==> src/hdl/tlep_pkg.sv <==
`default_nettype none
package tlep_pkg;

	localparam int MAX_RESULTS = 64;
	localparam int PLAN_CNT_W  = $clog2(MAX_RESULTS);

	typedef logic [2:0] req_t;
	localparam req_t REQ_PUT         = 3'd0;
	localparam req_t REQ_ACCESS      = 3'd1;
	localparam req_t REQ_DELETE      = 3'd2;
	localparam req_t REQ_EVICT_KEY   = 3'd3;
	localparam req_t REQ_PROMOTE     = 3'd4;
	localparam req_t REQ_EVICT_BYTES = 3'd5;

	typedef logic [1:0] status_t;
	localparam status_t ST_DONE     = 2'd0;
	localparam status_t ST_NONE     = 2'd1;
	localparam status_t ST_BAD_TIER = 2'd2;
	localparam status_t ST_FULL     = 2'd3;

	typedef logic [1:0] reg_addr_t;
	localparam reg_addr_t REG_TIERS      = 2'd0;
	localparam reg_addr_t REG_FREE_ONE   = 2'd1;
	localparam reg_addr_t REG_FREE_TWO   = 2'd2;
	localparam reg_addr_t REG_FREE_THREE = 2'd3;

	typedef struct packed {
		logic [2:0]  tiers_in_use;
		logic [31:0] free_one;
		logic [31:0] free_two;
		logic [31:0] free_three;
	} cfg_t;

	typedef enum logic [3:0] {
		OP_NONE,
		OP_LOAD,
		OP_SCAN_INIT,
		OP_SCAN,
		OP_ENT_RD,
		OP_UNLINK,
		OP_APPEND1,
		OP_APPEND2,
		OP_PLAN_RD,
		OP_PLAN_EMIT,
		OP_EB_INIT,
		OP_EB_EMIT,
		OP_EMIT_STATUS
	} dp_op_t;

	typedef struct packed {
		dp_op_t  op;
		status_t code;
	} dp_cmd_t;

	typedef struct packed {
		req_t req;
		logic bad_req;
		logic bad_tier;
		logic ek_empty;
		logic pr_empty;
		logic eb_empty;
		logic scan_hit;
		logic scan_done;
		logic free_found;
		logic eb_last;
		logic slot_free;
	} dp_stat_t;

	typedef enum logic [3:0] {
		S_IDLE,
		S_DECODE,
		S_SCAN,
		S_ENT_RD,
		S_UNLINK,
		S_APPEND1,
		S_APPEND2,
		S_PLAN_EMIT,
		S_EB_EMIT,
		S_EMIT_STATUS
	} ctrl_state_t;

endpackage
`default_nettype wire

==> src/hdl/tlep_regs.sv <==
`default_nettype none
module tlep_regs (
	input  wire logic          clk,
	input  wire logic          arst_n,
	input  wire logic          psel,
	input  wire logic          penable,
	input  wire logic          pwrite,
	input  wire logic [3:0]    paddr,
	input  wire logic [31:0]   pwdata,
	output logic [31:0]        prdata,
	output logic               pready,
	output tlep_pkg::cfg_t     cfg
);

	tlep_pkg::cfg_t cfg_q;
	tlep_pkg::reg_addr_t ra;

	assign ra     = paddr[3:2];
	assign pready = 1'b1;
	assign cfg    = cfg_q;

	always_ff @(posedge clk or negedge arst_n) begin
		if (!arst_n) begin
			cfg_q.tiers_in_use <= 3'd1;
			cfg_q.free_one     <= '0;
			cfg_q.free_two     <= '0;
			cfg_q.free_three   <= '0;
		end else if (psel && penable && pwrite) begin
			unique case (ra)
				tlep_pkg::REG_TIERS:      cfg_q.tiers_in_use <= pwdata[2:0];
				tlep_pkg::REG_FREE_ONE:   cfg_q.free_one     <= pwdata;
				tlep_pkg::REG_FREE_TWO:   cfg_q.free_two     <= pwdata;
				tlep_pkg::REG_FREE_THREE: cfg_q.free_three   <= pwdata;
			endcase
		end
	end

	always_comb begin
		unique case (ra)
			tlep_pkg::REG_TIERS:      prdata = {29'd0, cfg_q.tiers_in_use};
			tlep_pkg::REG_FREE_ONE:   prdata = cfg_q.free_one;
			tlep_pkg::REG_FREE_TWO:   prdata = cfg_q.free_two;
			tlep_pkg::REG_FREE_THREE: prdata = cfg_q.free_three;
		endcase
	end

endmodule
`default_nettype wire

==> config.mk <==
export PLATFORM = sky130hd
export DESIGN_NAME = tlep_regs
export DESIGN_NICKNAME = d
export VERILOG_FILES = /design/src/hdl/tlep_pkg.sv /design/src/hdl/tlep_regs.sv
export SDC_FILE = /design/constraint.sdc
export NUM_CORES = 1
export LEC_CHECK = 0
export BUFFER_PORTS_ARGS = -buffer_cell sky130_fd_sc_hd__buf_2
export CAP_MARGIN = 0
export CORE_AREA = 2 2 105 107
export DETAILED_ROUTE_END_ITERATION = 7
export DIE_AREA = 0 0 107 109
export PLACE_DENSITY = 0.8
export SYNTH_ARGS = -nofsm -noshare
export SYNTH_HDL_FRONTEND = slang
export SYNTH_SLANG_ARGS = --single-unit
==> constraint.sdc <==
create_clock -name clk -period 1.5 [get_ports clk]
set_input_delay 0.3 -clock clk [delete_from_list [all_inputs] [get_ports clk]]
set_output_delay 0.3 -clock clk [all_outputs]
set_load 0.02 [all_outputs]
After elaboration in Yosys (flattened, before gate mapping)
Cells that the tools add are included.
W data, S select, Z words.
Storage, ports and cells
  input bits: 41
  output and inout bits: 132
  bits in registers: 99
  logic and storage cells: 15
Cells by class
  equality and inequality tests: 3
  mux-type cells: 1
  reduce and logical (&&, ||, !) cells: 7
Operators by type and width (count)
  $pmux W32 S4: 1
  $reduce_and A2 Y1: 4
  $eq A2 B2 Y1 const B: 2
  $eq A2 B1 Y1 const B: 1
  $logic_and A1 B1 Y1: 2
  $logic_not A2 Y1: 1

Logic depth before layout (Yosys ltp)
  depth after elaboration: 3
  gate-level depth with buffers: 5
  mapped depth without buffers: 3

Worst setup path after synthesis
No wires, ideal clock.
  path type: input to output
  start: in paddr[2]
  end: out prdata[28]
  data required time: 1.200 ns
  buffers on the path: 2
  stages: 4
  data arrival time: 1.276 ns
  slack: -0.076 ns
  cells stage by stage: buf_4 -> buf_2 -> mux2_2 -> a22o_1
On the way
  cells in the longest elaborated chain, start to end: 2
  elaborated cells on any way between the ends: 5
  those cells by class: eq/ne: 3; mux: 1; reduce/logical: 1
Ends and longest elaborated chain
  start: declaration: line tlep_regs.sv:8  | input wire logic [3:0] paddr,
  $eq A2 B2 Y1 (tied with other cells): line tlep_regs.sv:39  | unique case (ra)
  $pmux W32 S4 *: line tlep_regs.sv:39
  end: declaration: line tlep_regs.sv:10  | output logic [31:0] prdata,
Every way passes the cells marked *; elsewhere a longest branch is shown, timed or not.

Worst setup path in the final report
  start: reg cfg_q, in the netlist cfg[59]
  end: out prdata[27]
On the way
  cells in the longest elaborated chain, start to end: 1
Ends and longest elaborated chain
  start: declaration: line tlep_regs.sv:15  | tlep_pkg::cfg_t cfg_q;
  $pmux W32 S4: line tlep_regs.sv:39
Every way passes these cells.

==> summary.md <==
| Metric | Value |
|---|---|
| Status | complete, but fails checks |
| Violated checks | negative setup slack |
| RSZ-0062 raised after global routing | true |
| Total number of vias | 3513 |
| TritonCTS buffer count | 9 |
| Yosys cell types | 18 |
| Layout cell share with drive strength beyond 1 | 76.2% |
| Finish-stage setup viols | 32 |
| Max reg flops | 99 |
| Vias in the first global route | 3762 |
| Final WL | 13.1 mm |
| Area Overhead vs Synth | 52.3% |
| Hold crit path type | input pin to flip-flop |
| Clock sinks | 99 |
| Area taken by multi-input logic gates | 2080 um^2 |
| Flip-flop and latch area | 2480 um^2 |
| Post-Synthesis Cells | 288 |
| Die H | 109 um |
| Detailed-route wire length per cell | 19.0 um |
| GRT Util Overall | 22.3% |
| Arr. time, crit path | 1.40 ns |
| HPWL after DPL | 8.47 mm |
| Critical path endpoint category | output pin |
| Final ANT Viol Nets | 0 |
| Global-route wire length before repair | 20.0 mm |
| IO Pins | 173 |
| Least-Margin Pin Slew | 0.530 ns |
| First drt pass iteration count | 4 |
| Crit-path max FO | 2 |
| Kind of critical path | flip-flop to output pin |
| Worst-Skew Late Latency | 0.35 ns |
| Max-cap violations | 0 |
| Die Area | 11700 um^2 |
| Syn nets | 329 |
| Number of synthesized register bits | 99 |
| Pleak | 3.57 nW |
| Post-layout min period | 1.70 ns |
| Clock slew at reported path FFs | 0.10 ns |
| CTS Buffer Depth | 2 |
| Final core utilization | 65.4% |
| Setup Skew | 0 ns |
| Maximum VDD drop | 739 uV |
| CTS root buf | clkbuf_8 |
| Pwr Density | 1440 nW/um^2 |
| Seq/Total Area, Yosys | 54.4% |
| WP data required | 1.20 ns |
| Fmax achieved | 587 MHz |
| # H-tree levels | 3 |
| FP Rows | 38 |
| CP bufs+invs | 1 |
| Yosys top cell area share | 53.8% |
| Tcrit/Tclk final | 114% |
| Total Nets Final | 587 |
| Synth area leader | dfrtp_1 |
| Post-synthesis cell area | 4560 um^2 |
| Core area | 10600 um^2 |
| Fin Setup TNS | -5.04 ns |
| Fin. max-slew vios | 0 |
| Final setup margin | -0.204 ns |
| Syn Area/Cell | 15.8 um^2 |
| # port buffers | 169 |
| Endpoints failing hold | 0 |
| Total gr overflow | 0 |
| Pin count of the biggest net entering global routing | 38 |
| Fillers | 755 |
| Vias per cell | 5.09 |
| Residual DRC | 0 |
| Initial antenna violation count | 0 |
| Warnings from Yosys | 0 |
| CP top delay family | flip-flops |
| CTS tree | done |
| # diodes | 0 |
| CP Cell Sequence | mux2_4 -> a22o_4 -> buf_6 |
| Horiz. Die Dim | 107 um |
| Starting DRT DRC Count | 150 |
| Crit start category | flip-flop |
| Ranking of synthesized cells by area | dfrtp_1 54%, mux2_2 21%, mux2_4 9.9% |
| Starting Density | 43.0% |
| Slowest stage cell on the critical path | dfrtp_1 |
| Routability congestion estimate | 0.780 |
| Slew HR | 64.7% |
| Critical path's largest stage delay | 0.40 ns |
through the flow:
step	hold WS, ns	instances	setup WS (ns)	cell area, um^2	power [mW]
6_report	0.185	690	-0.204	6940	10.0
5_1_grt	0.185	690	-0.243	6940	10.4
4_1_cts	0.167	669	-0.221	6760	9.76
3_5_place_dp	0.312	597	-0.220	5880	7.21
3_3_place_gp	0.304	597	-0.173	5880	7.05
2_1_floorplan	0.00441	288	-0.0192	4660	5.93
Yosys cell counts (all sizes together):
master	instances
a22o	29
and3	1
clkbuf	4
nor2b	1
nor3b	1
buf	18
nand3	1
mux4	3
mux2	128
conb	1
dfrtp	98
nand3b	1
and3b	1
dfstp	1
final timing paths:
path / from / end / slack (ns) / cells after the start
min in group asynchronous: arst_n / cfg[6] / 0.46 / 2
max in group asynchronous: arst_n / cfg[14] / 0.52 / 3
worst max register to register: cfg[9] / cfg[9] / 0.45 / 3
worst min-delay path: pwdata[24] / cfg[88] / 0.18 / 2
worst min register to register: cfg[65] / cfg[65] / 0.54 / 1
worst max-delay path: cfg[59] / prdata[27] / -0.20 / 3
power by group:
| part | total (mW) | internal (mW) | switching, mW |
|---|---|---|---|
| Clock | 1.77 | 0.852 | 0.919 |
| Combinational | 4.51 | 2.36 | 2.15 |
| Sequential | 3.72 | 3.29 | 0.427 |
| Total | 10.0 | 6.50 | 3.50 |
metal layers:
metal  share of wire, %  global-route usage [%]  vias to the layer above
li1                   -                       -                     1582
met1                 41                    26.1                     1784
met2                 52                    40.7                      128
met3                5.0                    4.18                       19
met4                1.6                    8.44                        0
met5                  0                       0                        -
cells by family (layout without fill, tap and decap cells):
family                 after synthesis  count (layout)  share of synthesized area (%)
AO/OA/AOI/OAI                       29              29                           5.57
multiplexers                       131             131                           35.6
other                                1               1                         0.0823
buffers and inverters               22             284                           2.97
flip-flops                          99              99                           54.4
AND/OR/NAND/NOR                      6               6                           1.40
timing repair:
action | 4_1_cts | 5_1_grt
endpoints found under the hold margin | 31 | 0
endpoints found under the setup margin | 32 | 32
resized for setup | 71 | 7
pin swaps | 1 | 0
gates cloned | 1 | 0
buffers inserted | 55 | 21
hold buffers | 1 | 0
layout make-up:
class                           count  area share, %
Clock inverter                      4          0.721
Tap cell                          140           2.52
Sequential cell                    99           35.7
Timing Repair Buffer              269           28.9
Clock buffer                       11           2.18
Multi-Input combinational cell    167           29.9
placed cells by master (no fill, tap or decap), drive strengths merged:
cell type and n:
dfstp 1, conb 1, bufinv 1, mux4 3, dlygate4sd3 1, mux2 128
clkbuf 11, nor2b 1, a22o 29, nand3 1, buf 268, clkinvlp 2
and3 1, and3b 1, clkinv 1, nand3b 1, nor3b 1, dfrtp 98
Note: power is estimated with default switching activity, not from simulation.
