`config.mk`:
```
export PLATFORM = sky130hd
export DESIGN_NAME = tlep_ctrl
export DESIGN_NICKNAME = d
export VERILOG_FILES = /design/src/hdl/tlep_pkg.sv /design/src/hdl/tlep_ctrl.sv
export SDC_FILE = /design/constraint.sdc
export NUM_CORES = 1
export LEC_CHECK = 0
export BUFFER_PORTS_ARGS = -buffer_cell sky130_fd_sc_hd__clkbuf_2
export CORE_MARGIN = 2
export CORE_UTILIZATION = 42
export CTS_BUF_LIST = sky130_fd_sc_hd__clkbuf_16
export CTS_CLUSTER_SIZE = 10
export DETAILED_ROUTE_END_ITERATION = 10
export GPL_TIMING_DRIVEN = 0
export HOLD_SLACK_MARGIN = 0.02
export PLACE_DENSITY = 0.67
export SYNTH_ARGS = -nofsm -noshare
export SYNTH_HDL_FRONTEND = slang
export SYNTH_SLANG_ARGS = --single-unit
```
`constraint.sdc`:
```
create_clock -name clk -period 2.21 [get_ports clk]
set_input_delay 0.1105 -clock clk [delete_from_list [all_inputs] [get_ports clk]]
set_output_delay 0.1105 -clock clk [all_outputs]
set_load 0.01 [all_outputs]
```
`src/hdl/tlep_pkg.sv`:
```
`default_nettype none
package tlep_pkg;

	localparam int MAX_RESULTS = 64;
	localparam int PLAN_CNT_W  = $clog2(MAX_RESULTS);

	typedef logic [2:0] req_t;
	localparam req_t REQ_PUT         = 3'd0;
	localparam req_t REQ_ACCESS      = 3'd1;
	localparam req_t REQ_DELETE      = 3'd2;
	localparam req_t REQ_EVICT_KEY   = 3'd3;
	localparam req_t REQ_PROMOTE     = 3'd4;
	localparam req_t REQ_EVICT_BYTES = 3'd5;

	typedef logic [1:0] status_t;
	localparam status_t ST_DONE     = 2'd0;
	localparam status_t ST_NONE     = 2'd1;
	localparam status_t ST_BAD_TIER = 2'd2;
	localparam status_t ST_FULL     = 2'd3;

	typedef logic [1:0] reg_addr_t;
	localparam reg_addr_t REG_TIERS      = 2'd0;
	localparam reg_addr_t REG_FREE_ONE   = 2'd1;
	localparam reg_addr_t REG_FREE_TWO   = 2'd2;
	localparam reg_addr_t REG_FREE_THREE = 2'd3;

	typedef struct packed {
		logic [2:0]  tiers_in_use;
		logic [31:0] free_one;
		logic [31:0] free_two;
		logic [31:0] free_three;
	} cfg_t;

	typedef enum logic [3:0] {
		OP_NONE,
		OP_LOAD,
		OP_SCAN_INIT,
		OP_SCAN,
		OP_ENT_RD,
		OP_UNLINK,
		OP_APPEND1,
		OP_APPEND2,
		OP_PLAN_RD,
		OP_PLAN_EMIT,
		OP_EB_INIT,
		OP_EB_EMIT,
		OP_EMIT_STATUS
	} dp_op_t;

	typedef struct packed {
		dp_op_t  op;
		status_t code;
	} dp_cmd_t;

	typedef struct packed {
		req_t req;
		logic bad_req;
		logic bad_tier;
		logic ek_empty;
		logic pr_empty;
		logic eb_empty;
		logic scan_hit;
		logic scan_done;
		logic free_found;
		logic eb_last;
		logic slot_free;
	} dp_stat_t;

	typedef enum logic [3:0] {
		S_IDLE,
		S_DECODE,
		S_SCAN,
		S_ENT_RD,
		S_UNLINK,
		S_APPEND1,
		S_APPEND2,
		S_PLAN_EMIT,
		S_EB_EMIT,
		S_EMIT_STATUS
	} ctrl_state_t;

endpackage
`default_nettype wire

```
`src/hdl/tlep_ctrl.sv`:
```
`default_nettype none
module tlep_ctrl (
	input  wire logic           clk,
	input  wire logic           arst_n,
	input  wire logic           in_valid,
	output logic                in_stall,
	output tlep_pkg::dp_cmd_t   cmd,
	input  wire tlep_pkg::dp_stat_t stat
);

	tlep_pkg::ctrl_state_t state_q, state_d;
	tlep_pkg::status_t     code_q, code_d;

	always_ff @(posedge clk or negedge arst_n) begin
		if (!arst_n) begin
			state_q <= tlep_pkg::S_IDLE;
			code_q  <= tlep_pkg::ST_DONE;
		end else begin
			state_q <= state_d;
			code_q  <= code_d;
		end
	end

	always_comb begin
		state_d  = state_q;
		code_d   = code_q;
		cmd.op   = tlep_pkg::OP_NONE;
		cmd.code = code_q;
		in_stall = 1'b1;
		unique case (state_q)
			tlep_pkg::S_IDLE: begin
				in_stall = 1'b0;
				if (in_valid) begin
					cmd.op  = tlep_pkg::OP_LOAD;
					state_d = tlep_pkg::S_DECODE;
				end
			end
			tlep_pkg::S_DECODE: begin
				if (stat.bad_req) begin
					code_d  = tlep_pkg::ST_NONE;
					state_d = tlep_pkg::S_EMIT_STATUS;
				end else if (stat.bad_tier) begin
					code_d  = tlep_pkg::ST_BAD_TIER;
					state_d = tlep_pkg::S_EMIT_STATUS;
				end else begin
					case (stat.req) inside
						tlep_pkg::REQ_PUT, tlep_pkg::REQ_ACCESS, tlep_pkg::REQ_DELETE: begin
							cmd.op  = tlep_pkg::OP_SCAN_INIT;
							state_d = tlep_pkg::S_SCAN;
						end
						tlep_pkg::REQ_EVICT_KEY: begin
							if (stat.ek_empty) begin
								code_d  = tlep_pkg::ST_NONE;
								state_d = tlep_pkg::S_EMIT_STATUS;
							end else begin
								cmd.op  = tlep_pkg::OP_PLAN_RD;
								state_d = tlep_pkg::S_PLAN_EMIT;
							end
						end
						tlep_pkg::REQ_PROMOTE: begin
							if (stat.pr_empty) begin
								code_d  = tlep_pkg::ST_NONE;
								state_d = tlep_pkg::S_EMIT_STATUS;
							end else begin
								cmd.op  = tlep_pkg::OP_PLAN_RD;
								state_d = tlep_pkg::S_PLAN_EMIT;
							end
						end
						default: begin
							if (stat.eb_empty) begin
								code_d  = tlep_pkg::ST_NONE;
								state_d = tlep_pkg::S_EMIT_STATUS;
							end else begin
								cmd.op  = tlep_pkg::OP_EB_INIT;
								state_d = tlep_pkg::S_EB_EMIT;
							end
						end
					endcase
				end
			end
			tlep_pkg::S_SCAN: begin
				cmd.op = tlep_pkg::OP_SCAN;
				if (stat.scan_hit) begin
					state_d = tlep_pkg::S_ENT_RD;
				end else if (stat.scan_done) begin
					if (stat.req == tlep_pkg::REQ_PUT && stat.free_found) begin
						state_d = tlep_pkg::S_APPEND1;
					end else begin
						code_d  = (stat.req == tlep_pkg::REQ_PUT) ? tlep_pkg::ST_FULL
							: tlep_pkg::ST_NONE;
						state_d = tlep_pkg::S_EMIT_STATUS;
					end
				end
			end
			tlep_pkg::S_ENT_RD: begin
				cmd.op  = tlep_pkg::OP_ENT_RD;
				state_d = tlep_pkg::S_UNLINK;
			end
			tlep_pkg::S_UNLINK: begin
				cmd.op = tlep_pkg::OP_UNLINK;
				if (stat.req == tlep_pkg::REQ_DELETE) begin
					code_d  = tlep_pkg::ST_DONE;
					state_d = tlep_pkg::S_EMIT_STATUS;
				end else begin
					state_d = tlep_pkg::S_APPEND1;
				end
			end
			tlep_pkg::S_APPEND1: begin
				cmd.op  = tlep_pkg::OP_APPEND1;
				state_d = tlep_pkg::S_APPEND2;
			end
			tlep_pkg::S_APPEND2: begin
				cmd.op  = tlep_pkg::OP_APPEND2;
				code_d  = tlep_pkg::ST_DONE;
				state_d = tlep_pkg::S_EMIT_STATUS;
			end
			tlep_pkg::S_PLAN_EMIT: begin
				if (stat.slot_free) begin
					cmd.op  = tlep_pkg::OP_PLAN_EMIT;
					state_d = tlep_pkg::S_IDLE;
				end
			end
			tlep_pkg::S_EB_EMIT: begin
				if (stat.slot_free) begin
					cmd.op = tlep_pkg::OP_EB_EMIT;
					if (stat.eb_last) begin
						state_d = tlep_pkg::S_IDLE;
					end
				end
			end
			tlep_pkg::S_EMIT_STATUS: begin
				if (stat.slot_free) begin
					cmd.op  = tlep_pkg::OP_EMIT_STATUS;
					state_d = tlep_pkg::S_IDLE;
				end
			end
			default: begin
				state_d = tlep_pkg::S_IDLE;
			end
		endcase
	end

endmodule
`default_nettype wire

```
# [Word-level counts from Yosys, hierarchy flattened]
# Cells that the tools add are included.
[word_totals] out_inout_bits=7 input_bits=16 word_cells=81 reg_bits=6
[op_classes] n_reduce_logical=8 n_eq_ne=26 mux=45
[op_table] cell="$mux 4" n=26
[op_table] cell="$pmux 4 s10" n=1
[op_table] cell="$pmux 4 s9" n=1
[op_table] cell="$mux 2" n=13
[op_table] cell="$eq 4x3->1 const B" n=4
[op_table] cell="$ne 2x2->1 const B" n=7
[op_table] cell="$ne 6x6->1 const B" n=2
[op_table] cell="$reduce_and 9->1" n=1
[op_table] cell="$eq 4x2->1 const B" n=2
[op_table] cell="$eq 4x4->1 const B" n=2
[op_table] cell="$pmux 2 s4" n=1
[op_table] cell="$eq 3x2->1 const B" n=2
[op_table] cell="$ne 5x5->1 const B" n=1
[op_table] cell="$reduce_and 5->1" n=1
[op_table] cell="$eq 4x1->1 const B" n=1
[op_table] cell="$logic_not 4->1" n=1
[op_table] cell="$ne 4x4->1 const B" n=1
[op_table] cell="$reduce_bool 4->1" n=1
[op_table] cell="$eq 3x1->1 const B" n=1
[op_table] cell="$eq 3x3->1 const B" n=1
[op_table] cell="$logic_not 3->1" n=1
[op_table] cell="$mux 1" n=3
[op_table] cell="$ne 3x3->1 const B" n=1
[op_table] cell="$reduce_or 3->1" n=1
[op_table] cell="3 further kinds" n=3

# [Logic depth before layout (Yosys ltp)]
# Gate-level depths: netlist (run 1).
[logic_depth] word_depth=7 ltp_mapped=7 depth_no_buf=5

# [Worst setup path after synthesis (run 1)]
# Ideal clock, no wire load.
[synth_path] path_type="register to register" from="register state_q[3]" to="register code_q[0]" required_time_ns=2.083 setup_slack_ns=0.418 setup_ns=0.127 arrival_time_ns=1.665 path_buffers=0 path_stages_with_launch=6 synth_period_minus_slack_ns=1.792 cell_sequence="dfrtp_1 -> or4b_4 -> nor3_4 -> a31oi_1 -> o311ai_1 -> mux2_1"
[synth_via] elab_chain_cells=3 elab_cells_between_ends=15 cone_classes="12 x eq/ne; 1 x mux; 2 x reduce/logical"
[synth_rtl] item="start, declared" line="tlep_ctrl.sv:11" rtl="tlep_pkg::ctrl_state_t state_q, state_d;"
[synth_rtl] item="start signal, assigned" line="tlep_ctrl.sv:16" rtl="state_q <= tlep_pkg::S_IDLE;"
[synth_rtl] item="start signal, assigned" line="tlep_ctrl.sv:19" rtl="state_q <= state_d;"
[synth_rtl] item="$eq 4x1->1 (tied with other cells)" line="tlep_ctrl.sv:30" rtl="unique case (state_q)"
[synth_rtl] item="$ne 6x6->1 (no source line) (tied with other cells)"
[synth_rtl] item="$reduce_and 9->1 (no source line)"
[synth_rtl] item="end signal, assigned" line="tlep_ctrl.sv:17" rtl="code_q <= tlep_pkg::ST_DONE;"
[synth_rtl] item="end signal, assigned" line="tlep_ctrl.sv:20" rtl="code_q <= code_d;"
[synth_rtl] item="end, declared" line="tlep_ctrl.sv:12" rtl="tlep_pkg::status_t code_q, code_d;"
# Parallel ways exist; a longest one is shown, timed or not.
# A chain may end at the register's enable or synchronous reset.

==> results of run 1 <==
==> flip-flops by register name (all words and copies together), names as in the netlist <==
signal and count:
state_q 4, code_q 2
==> what timing repair did <==
| action | CTS | global route |
|---|---|---|
| gates resized for setup | 0 | 2 |
| hold buffers | 1 | 0 |
| hold endpoints to repair | 6 | 0 |
| setup endpoints to repair | 0 | 1 |
==> where the power goes <==
part	switching [mW]	internal [mW]	leakage [nW]	total (mW)
clock network	0.0549	0.232	0.0370	0.287
registers	0.0370	0.156	0.0760	0.193
logic	0.440	0.311	0.334	0.751
total	0.532	0.699	0.447	1.23
==> worst max-delay path: stages, from the launching register on <==
cell	delay (ps)
dfrtp_1	440
or4b_4	600
nor3_4	200
o21ai_1	100
o31ai_1	190
clkbuf_2	160
==> final timing paths <==
check                                start  slack (ps)    endpoint
worst min register to register   code_q[1]         480   code_q[1]
min in group asynchronous           arst_n         260   code_q[1]
worst min-delay path               stat[0]         200  state_q[0]
worst max register to register  state_q[3]         220   code_q[1]
max in group asynchronous           arst_n        1800  state_q[0]
worst max-delay path            state_q[3]         180      cmd[5]
==> metal layers <==
metal / wire, um / vias to the layer above / global-route usage [%]
met5: 0 / - / 0
met3: 136 / 4 / 5.66
met4: 32 / 0 / 3.24
li1: - / 482 / -
met2: 1030 / 48 / 32.7
met1: 1010 / 446 / 33.3
==> cell usage after synthesis, drive strengths merged (2+ instances only) <==
master / count / area, um2
a2111oi: 2 / 17.5
a21o: 3 / 22.5
a21oi: 8 / 40.0
a2bb2oi: 3 / 26.3
a311oi: 2 / 17.5
a31oi: 4 / 25.0
buf: 9 / 45.1
dfrtp: 6 / 150
inv: 5 / 18.8
mux2: 2 / 22.5
nand2: 12 / 45.0
nand2b: 3 / 18.8
nor2: 10 / 37.5
nor2b: 4 / 25.0
nor3: 4 / 31.3
nor3b: 2 / 15.0
o21a: 2 / 15.0
o21ai: 8 / 40.0
o22ai: 2 / 12.5
o31ai: 3 / 22.5
o32ai: 4 / 35.0
or4: 3 / 22.5
==> cell type report <==
class	instances	area (um2)	area share, %
tap	25	31.3	3.06
multi-input combinational	91	582	56.9
inverter	5	18.8	1.84
sequential	6	150	14.7
buffer	10	50.0	4.90
clock buffer	3	75.1	7.34
timing repair buffer	22	115	11.3
==> kinds of logic (layout without fill, tap and decap cells) <==
logic type	after synthesis	in the layout	share of synthesized area [%]
xor+xnor	1	1	1.10
mux	2	2	2.82
flops	6	6	18.8
compound gates	46	46	39.6
simple gates	42	42	29.3
buf+inv	15	40	8.45
==> cell usage in the layout, fill, tap and decap left out, types with 4 or more instances in the layout <==
cell type and count:
buf_2 6, clkbuf_2 22, nor2b_1 4, inv_1 4, a21oi_1 8, dfrtp_1 6
nor2_1 10, a31oi_1 4, o21ai_1 5, nand2_1 12, o32ai_1 4
==> metrics by stage <==
step | setup slack [ps] | cells | hold WS, ps
5_1_grt | 69.3 | 162 | 224
2_1_floorplan | 418 | 112 | -185
6_report | 177 | 162 | 201
3_3_place_gp | 212 | 158 | -63.2
4_1_cts | 135 | 162 | 201
3_5_place_dp | 226 | 158 | -57.9
==> results.json, run 1 <==
{
  "status": "completed",
  "netlist_instances": 112,
  "fin_skew_ps": 0.549,
  "total_power_mw": 1.23,
  "grt_pass1_vias": 784,
  "async_reset_ff_share_pct": 100,
  "routed_wl_mm": 2.21,
  "root_buffer": "clkbuf_16",
  "place_congestion": 0.883,
  "clk_pin_slew_worst_paths_ps": 30,
  "worstPathRequired_ps": 2100,
  "cts.sinks": 6,
  "viasPerCell": 6.05,
  "numCtsBuffers": 3,
  "vdd_drop_max_uv": 719,
  "final_cell_area_mm2": 0.00102,
  "dr.pass1.iters": 4,
  "clockBufferDepth": 2,
  "fin_nets": 155,
  "area_growth_pct": 27.9,
  "fin_setup_tns_ps": 0,
  "setup_viol": 0,
  "coreArea_mm2": 0.00176,
  "holdPathStages": 2,
  "rsz0062_at_grt": "no",
  "r2r_cells": 5,
  "clk_latency_ps": 220,
  "drc": 0,
  "fin_util_pct": 57.9,
  "overflow": 0,
  "diodes": 0,
  "power_density_mw_per_mm2": 1200,
  "hpwl_mm": 1.72,
  "power_leakage_nw": 0.447,
  "syn-num-nets": 128,
  "drt_iter0_markers": 44,
  "worstPathMaxFanout": 7,
  "io_buffers": 21,
  "io_pins": 23,
  "synth_area_per_cell_um2": 7.14,
  "crit_type": "reg2out",
  "netlist_area_um2": 800,
  "cp-end-kind": "primary output",
  "maxCapViolations": 0,
  "min_period_over_period_pct": 92.0,
  "fillers": 196,
  "ys_ff_latch": 6,
  "grt_pass1_wl_mm": 3.57,
  "rows": 15,
  "arrival_ps": 1920,
  "grt_use_total_pct": 22.2,
  "fmax_mhz": 492,
  "synth-seq-area-share_pct": 18.8,
  "synth_warnings": 0,
  "fp.dieArea_mm2": 0.00227,
  "worst_pin_slew_ps": 741,
  "tritoncts": "yes",
  "max_slew_margin_pct": 49.3,
  "hold_path.class": "in2reg",
  "drive_gt1_share_pct": 25.5,
  "grt_max_degree": 11,
  "post-cts-setup-buffers": 0,
  "dieHeight_um": 47.6,
  "synth_ff_type": "dfrtp_1",
  "place_area_um2": 936,
  "detail-route-antenna-nets": 0,
  "die_w_um": 47.6,
  "start_util_pct": 45.3,
  "layout_min_cycle_time_ps": 2030,
  "hold_viol_final": 0,
  "cts_htree_levels": 1,
  "synth-edff-count": 0,
  "grt_antenna_before_repair": 0,
  "drv_slew": 0,
  "vias": 980,
  "wire_per_inst_um": 13.6,
  "synth_cell_types": 38,
  "start_kind": "flip-flop"
}
(Power assumes the default switching activity.)
==> run 2: changes to the inputs <==
==> constraint.sdc (replaced) <==
create_clock -name clk -period 2.21 [get_ports clk]
set_input_delay 0.3315 -clock clk [delete_from_list [all_inputs] [get_ports clk]]
set_output_delay 0.3315 -clock clk [all_outputs]
set_load 0.01 [all_outputs]
==> run 2 against run 1 <==
Against the previous run: worst setup slack worse by 95 ps; die area stayed put; via count is 0.41% higher; combinational power is 3.7% higher; critical path type unchanged; largest power group unchanged.
==> results.json, run 2 (synthesis results as in run 1) <==
{
  "status": "completed",
  "detail-route-antenna-nets": 0,
  "numCtsBuffers": 3,
  "largest_register_ffs": 4,
  "clk_pin_slew_worst_paths_ps": 30,
  "reg.largest.list": "state_q (4), code_q (2)",
  "clockBufferDepth": 2,
  "drv_slew": 0,
  "arrival_ps": 1800,
  "wire_per_inst_um": 13.6,
  "rr_endpoint": "code_q[1]",
  "grt_antenna_before_repair": 0,
  "layout_min_cycle_time_ps": 2130,
  "area_growth_pct": 31.0,
  "r2r_start": "state_q[2]",
  "crit_start": "state_q[2]",
  "grt_use_total_pct": 22.4,
  "rsz0062_at_grt": "no",
  "grt_pass1_vias": 797,
  "routed_wl_mm": 2.23,
  "place_ws_ps": -86.0,
  "grt_max_degree": 11,
  "fin_skew_ps": 0.782,
  "place_congestion": 0.883,
  "rows": 15,
  "max_slew_margin_pct": 54.5,
  "io_pins": 23,
  "fmax_mhz": 470,
  "crit_end": "cmd[5]",
  "viasPerCell": 6.00,
  "place_inst": 158,
  "dieHeight_um": 47.6,
  "cts_htree_levels": 1,
  "coreArea_mm2": 0.00176,
  "hpwl_mm": 1.72,
  "hold_path.class": "in2reg",
  "grt_pass1_wl_mm": 3.61,
  "worst_pin_slew_ps": 666,
  "diodes": 0,
  "maxCapViolations": 0,
  "reg2reg_slack_ps": 220,
  "root_buffer": "clkbuf_16",
  "worstPathRequired_ps": 1880,
  "layout_setup_ws_ps": 82.1,
  "fp.dieArea_mm2": 0.00227,
  "top_register": "state_q",
  "drc": 0,
  "vdd_drop_max_uv": 742,
  "fin_nets": 157,
  "tritoncts": "yes",
  "power_leakage_nw": 0.464,
  "hold_viol_final": 0,
  "vias": 984,
  "crit_type": "reg2out",
  "drt_iter0_markers": 27,
  "layout_common_cells": "23 x clkbuf_2, 12 x nand2_1, 10 x nor2_1",
  "r2r_cells": 6,
  "min_period_over_period_pct": 96.3,
  "power_density_mw_per_mm2": 1190,
  "setup_viol": 0,
  "layout_commonest_cell": "clkbuf_2",
  "cts.sinks": 6,
  "dr.pass1.iters": 4,
  "start_kind": "flip-flop",
  "overflow": 0,
  "die_w_um": 47.6,
  "io_buffers": 21,
  "start_util_pct": 45.3,
  "clk_latency_ps": 220,
  "cp-end-kind": "primary output",
  "instances_no_fill": 164,
  "worstPathMaxFanout": 4,
  "fin_setup_tns_ps": 0,
  "drive_gt1_share_pct": 29.5
}
==> run 2: cell types whose count changed in the layout (fill, tap and decap cells not counted) <==
cell	before	now
a2111oi_0	2	1
a2111oi_2	0	1
buf_1	2	0
buf_2	6	7
buf_4	1	3
clkbuf_2	22	23
dfrtp_1	6	5
dfrtp_2	0	1
==> run 2: final cells by class <==
class | instances | area, um2
buffer | 10 | 52.6
clock buffer | 3 | 75.1
fill | 193 | 717
inverter | 5 | 18.8
multi-input combinational | 91 | 588
sequential | 6 | 151
tap | 25 | 31.3
timing repair buffer | 24 | 130
==> run 2: worst max-delay path: stages (launching register included) <==
cell and delay, ps:
dfrtp_1 400, or4b_4 580, nor3_4 160, o21ai_1 90
o31ai_1 180, buf_2 160
==> run 2: how the worst min path moves through the flow <==
stage / startpoint / slack, ps / end / cells after the start
after floorplan: arst_n / 40 / code_q[0] / 0
after global placement: arst_n / 160 / code_q[1] / 1
after detailed placement: arst_n / 160 / code_q[1] / 1
after CTS: stat[0] / 420 / state_q[0] / 2
after global routing: stat[0] / 440 / state_q[0] / 2
final: stat[0] / 440 / state_q[0] / 2
==> run 2: routing by layer <==
| layer | vias up | track usage [%] | part of all wire [%] |
|---|---|---|---|
| met5 | - | 0 | 0 |
| met4 | 0 | 1.62 | 0.76 |
| met3 | 2 | 5.66 | 6.1 |
| met2 | 41 | 34.6 | 47 |
| met1 | 459 | 33.1 | 46 |
| li1 | 482 | - | - |
==> run 2: per-stage QoR <==
step                utilization [%]  cell area, um2  hold WS (ps)  total power [mW]
finish                         59.4            1050           437              1.25
global route                   59.4            1050           445              1.35
CTS                            58.9            1040           422              1.25
detailed placement             53.0             936           163             0.933
global placement               53.0             936           158             0.933
floorplan                         -             800          35.9             0.729
==> run 2: timing repair <==
item,CTS,global route
buffers inserted,2,0
endpoints found under the hold margin,6,0
pin swaps,2,1
gates resized for setup,3,4
hold buffers,1,0
cloned,0,0
setup endpoints to repair,3,4
==> run 2: where the power goes <==
part | internal, mW | leakage [nW] | total [mW] | switching (mW)
registers | 0.157 | 0.0746 | 0.185 | 0.0277
clock network | 0.232 | 0.0370 | 0.287 | 0.0549
logic | 0.327 | 0.353 | 0.779 | 0.452
total | 0.716 | 0.464 | 1.25 | 0.534
==> run 3: changes to the inputs <==
--- a/config.mk
+++ b/config.mk
@@ -5,6 +5,7 @@
 export SDC_FILE = /design/constraint.sdc
 export NUM_CORES = 1
 export LEC_CHECK = 0
+export ABC_AREA = 1
 export BUFFER_PORTS_ARGS = -buffer_cell sky130_fd_sc_hd__clkbuf_2
 export CORE_MARGIN = 2
 export CORE_UTILIZATION = 42
==> run 3 against run 2 <==
Against the previous run: fmax up 13%; non-clock buffer count down 10; clock power about the same; count of clock-buffer cells in the layout unchanged; routed wire length down 19%; critical endpoint is now cmd[3]; largest power group unchanged.
==> results.json, run 3 <==
{
  "netlist_area_um2": 766,
  "detail-route-antenna-nets": 0,
  "crit_type": "reg2out",
  "top_register": "state_q",
  "fin_nets": 176,
  "viasPerCell": 4.89,
  "layout_min_cycle_time_ps": 1880,
  "largest_register_ffs": 4,
  "status": "completed",
  "total_power_mw": 1.23,
  "path_delay_family": "simple AND/OR/NAND/NOR gates",
  "worstPathRequired_ps": 1880,
  "synth_warnings": 0,
  "worstPathMaxFanout": 6,
  "maxCapViolations": 0,
  "cp-end-kind": "primary output",
  "ys_ff_latch": 6,
  "vdd_drop_max_uv": 691,
  "clk_pin_slew_worst_paths_ps": 30,
  "tritoncts": "yes",
  "hpwl_mm": 1.56,
  "switchingPower_mw": 0.567,
  "setup_viol": 0,
  "post-cts-setup-buffers": 0,
  "drt_iter0_markers": 13,
  "synth_cell_types": 24,
  "layout_commonest_cell": "nand2_1",
  "start_kind": "flip-flop",
  "min_period_over_period_pct": 85.3,
  "fmax_mhz": 531,
  "max_stage_delay_ps": 440,
  "crit_start": "state_q[3]",
  "drive_gt1_share_pct": 30.4,
  "rsz0062_at_grt": "no",
  "cpMaxStageDelayCell": "dfrtp_1",
  "arrival_ps": 1550,
  "place_congestion": 0.975,
  "io_pins": 23,
  "area_growth_pct": 29.6,
  "grt_use_total_pct": 19.7,
  "numCtsBuffers": 3,
  "grt_antenna_before_repair": 0,
  "cts_htree_levels": 1,
  "instances_no_fill": 183,
  "synth_area_leaders": "nand2_1 22%, dfrtp_1 20%, nand3_1 8.5%, inv_1 8.3%, nor2_1 4.9%",
  "power_leakage_nw": 0.563,
  "start_util_pct": 44.3,
  "synth-edff-count": 0,
  "netlist_instances": 132,
  "grt_pass1_vias": 763,
  "wire_per_inst_um": 9.84,
  "place_inst": 179,
  "root_buffer": "clkbuf_16",
  "pwr-share-clk_pct": 23.3,
  "rows": 15,
  "r2r_start": "state_q[3]",
  "hold_viol_final": 0,
  "p_sw_share_pct": 46.1,
  "dieHeight_um": 46.7,
  "synth_area_per_cell_um2": 5.80,
  "p_seq_share_pct": 17.1,
  "synth-seq-area-share_pct": 19.6,
  "fillers": 178,
  "clk_latency_ps": 220,
  "power_density_mw_per_mm2": 1240,
  "intPower_mw": 0.664,
  "layout_common_cells": "45 x nand2_1, 22 x clkbuf_2, 17 x inv_1",
  "overflow": 0,
  "max_slew_margin_pct": 80.3,
  "cts.sinks": 6,
  "synth_area_leader_cell": "nand2_1",
  "synth_most_common_cell": "nand2_1",
  "drc": 0,
  "cp_common_cell": "o21ai_0",
  "io_buffers": 22,
  "coreArea_mm2": 0.00173,
  "synth.top_cells.by_count": "45 x nand2_1, 17 x inv_1, 13 x nand3_1",
  "ctsResizeCount": 0,
  "crit_path_cell_trace": "nor2_2, nand3_1, o21ai_0, a31oi_1, o21ai_0, clkbuf_2",
  "reg.largest.list": "state_q (4), code_q (2)",
  "cp.buffers_inverters": 1,
  "fin_skew_ps": 1.51,
  "drv_slew": 0,
  "clockBufferDepth": 2,
  "hold_path.class": "reg2reg",
  "synth_ff_type": "dfrtp_1",
  "routed_wl_mm": 1.80,
  "worstHoldStart": "code_q[1]",
  "diodes": 0,
  "die_w_um": 46.7,
  "grt_max_degree": 10,
  "grt_pass1_wl_mm": 3.07,
  "dr.pass1.iters": 4,
  "fp.dieArea_mm2": 0.00218,
  "fin_setup_tns_ps": 0,
  "async_reset_ff_share_pct": 100,
  "vias": 895,
  "worst_pin_slew_ps": 293,
  "whs_ps": 471,
  "synth_top_area_share_pct": 22.1,
  "syn-num-nets": 148,
  "comb_power_share_pct": 59.6
}
run 3: cell types whose count changed after synthesis, sizes merged, moves of 7 or more:
cell	delta
nand3	+15
nand2	+36
buf	-8
inv	+17
nor2	+7
run 3: worst paths after layout:
check                      depth (start not counted)  slack (ps)         end
hold reg to reg                                    2         470   code_q[1]
hold / removal                                     2         470   code_q[1]
max in group asynchronous                          2        1570   code_q[1]
setup / recovery                                   6         330      cmd[3]
setup reg to reg                                   7         810  state_q[1]
min in group asynchronous                          2         480  state_q[1]
run 3: logic make-up after synthesis:
logic type | count (synthesis) | share of synthesized area (%)
simple gates | 83 | 51.3
buf+inv | 23 | 11.8
compound gates | 20 | 17.3
flops | 6 | 19.6
run 3: power groups by stage:
stage / clock network [mW] / registers [mW] / logic (mW)
finish: 0.287 / 0.210 / 0.734
global route: 0.303 / 0.215 / 0.830
CTS: 0.292 / 0.208 / 0.740
detailed placement: 0 / 0.210 / 0.736
global placement: 0 / 0.207 / 0.734
floorplan: 0 / 0.208 / 0.548
run 3: final cells by class:
cell class	count	area [um2]	area share [%]
multi-input cells	103	526	53.0
flip-flops and latches	6	150	15.1
repair buffers	23	120	12.1
inverters	22	82.6	8.32
clock buffers	3	75.1	7.57
well taps	25	31.3	3.15
plain buffers	1	7.51	0.757
run 3: stage by stage:
step | worst slack (ps) | util, % | instance area (um2)
final | 326 | 57.5 | 992
after global routing | 257 | 57.5 | 992
after CTS | 350 | 57.5 | 992
after detailed placement | 590 | 52.5 | 907
after global placement | 571 | 52.5 | 907
after floorplan | 794 | - | 766
run 3: repair_timing:
item,in CTS,in global routing
hold buffers,1,0
setup endpoints to repair,0,0
hold endpoints to repair,6,0
run 3: layer usage:
layer	global-route usage (%)	share of wire (%)	vias to the layer above
met1	25.9	46	384
met3	6.27	7.1	2
li1	-	-	482
met2	31.7	46	27
met4	4.44	1.0	0
met5	0	0	-
run 3: tightest hold or removal path, stage by stage, from the launching register on:
cell and delay (ps):
dfrtp_1 340, nand2_1 50, nand2_1 40
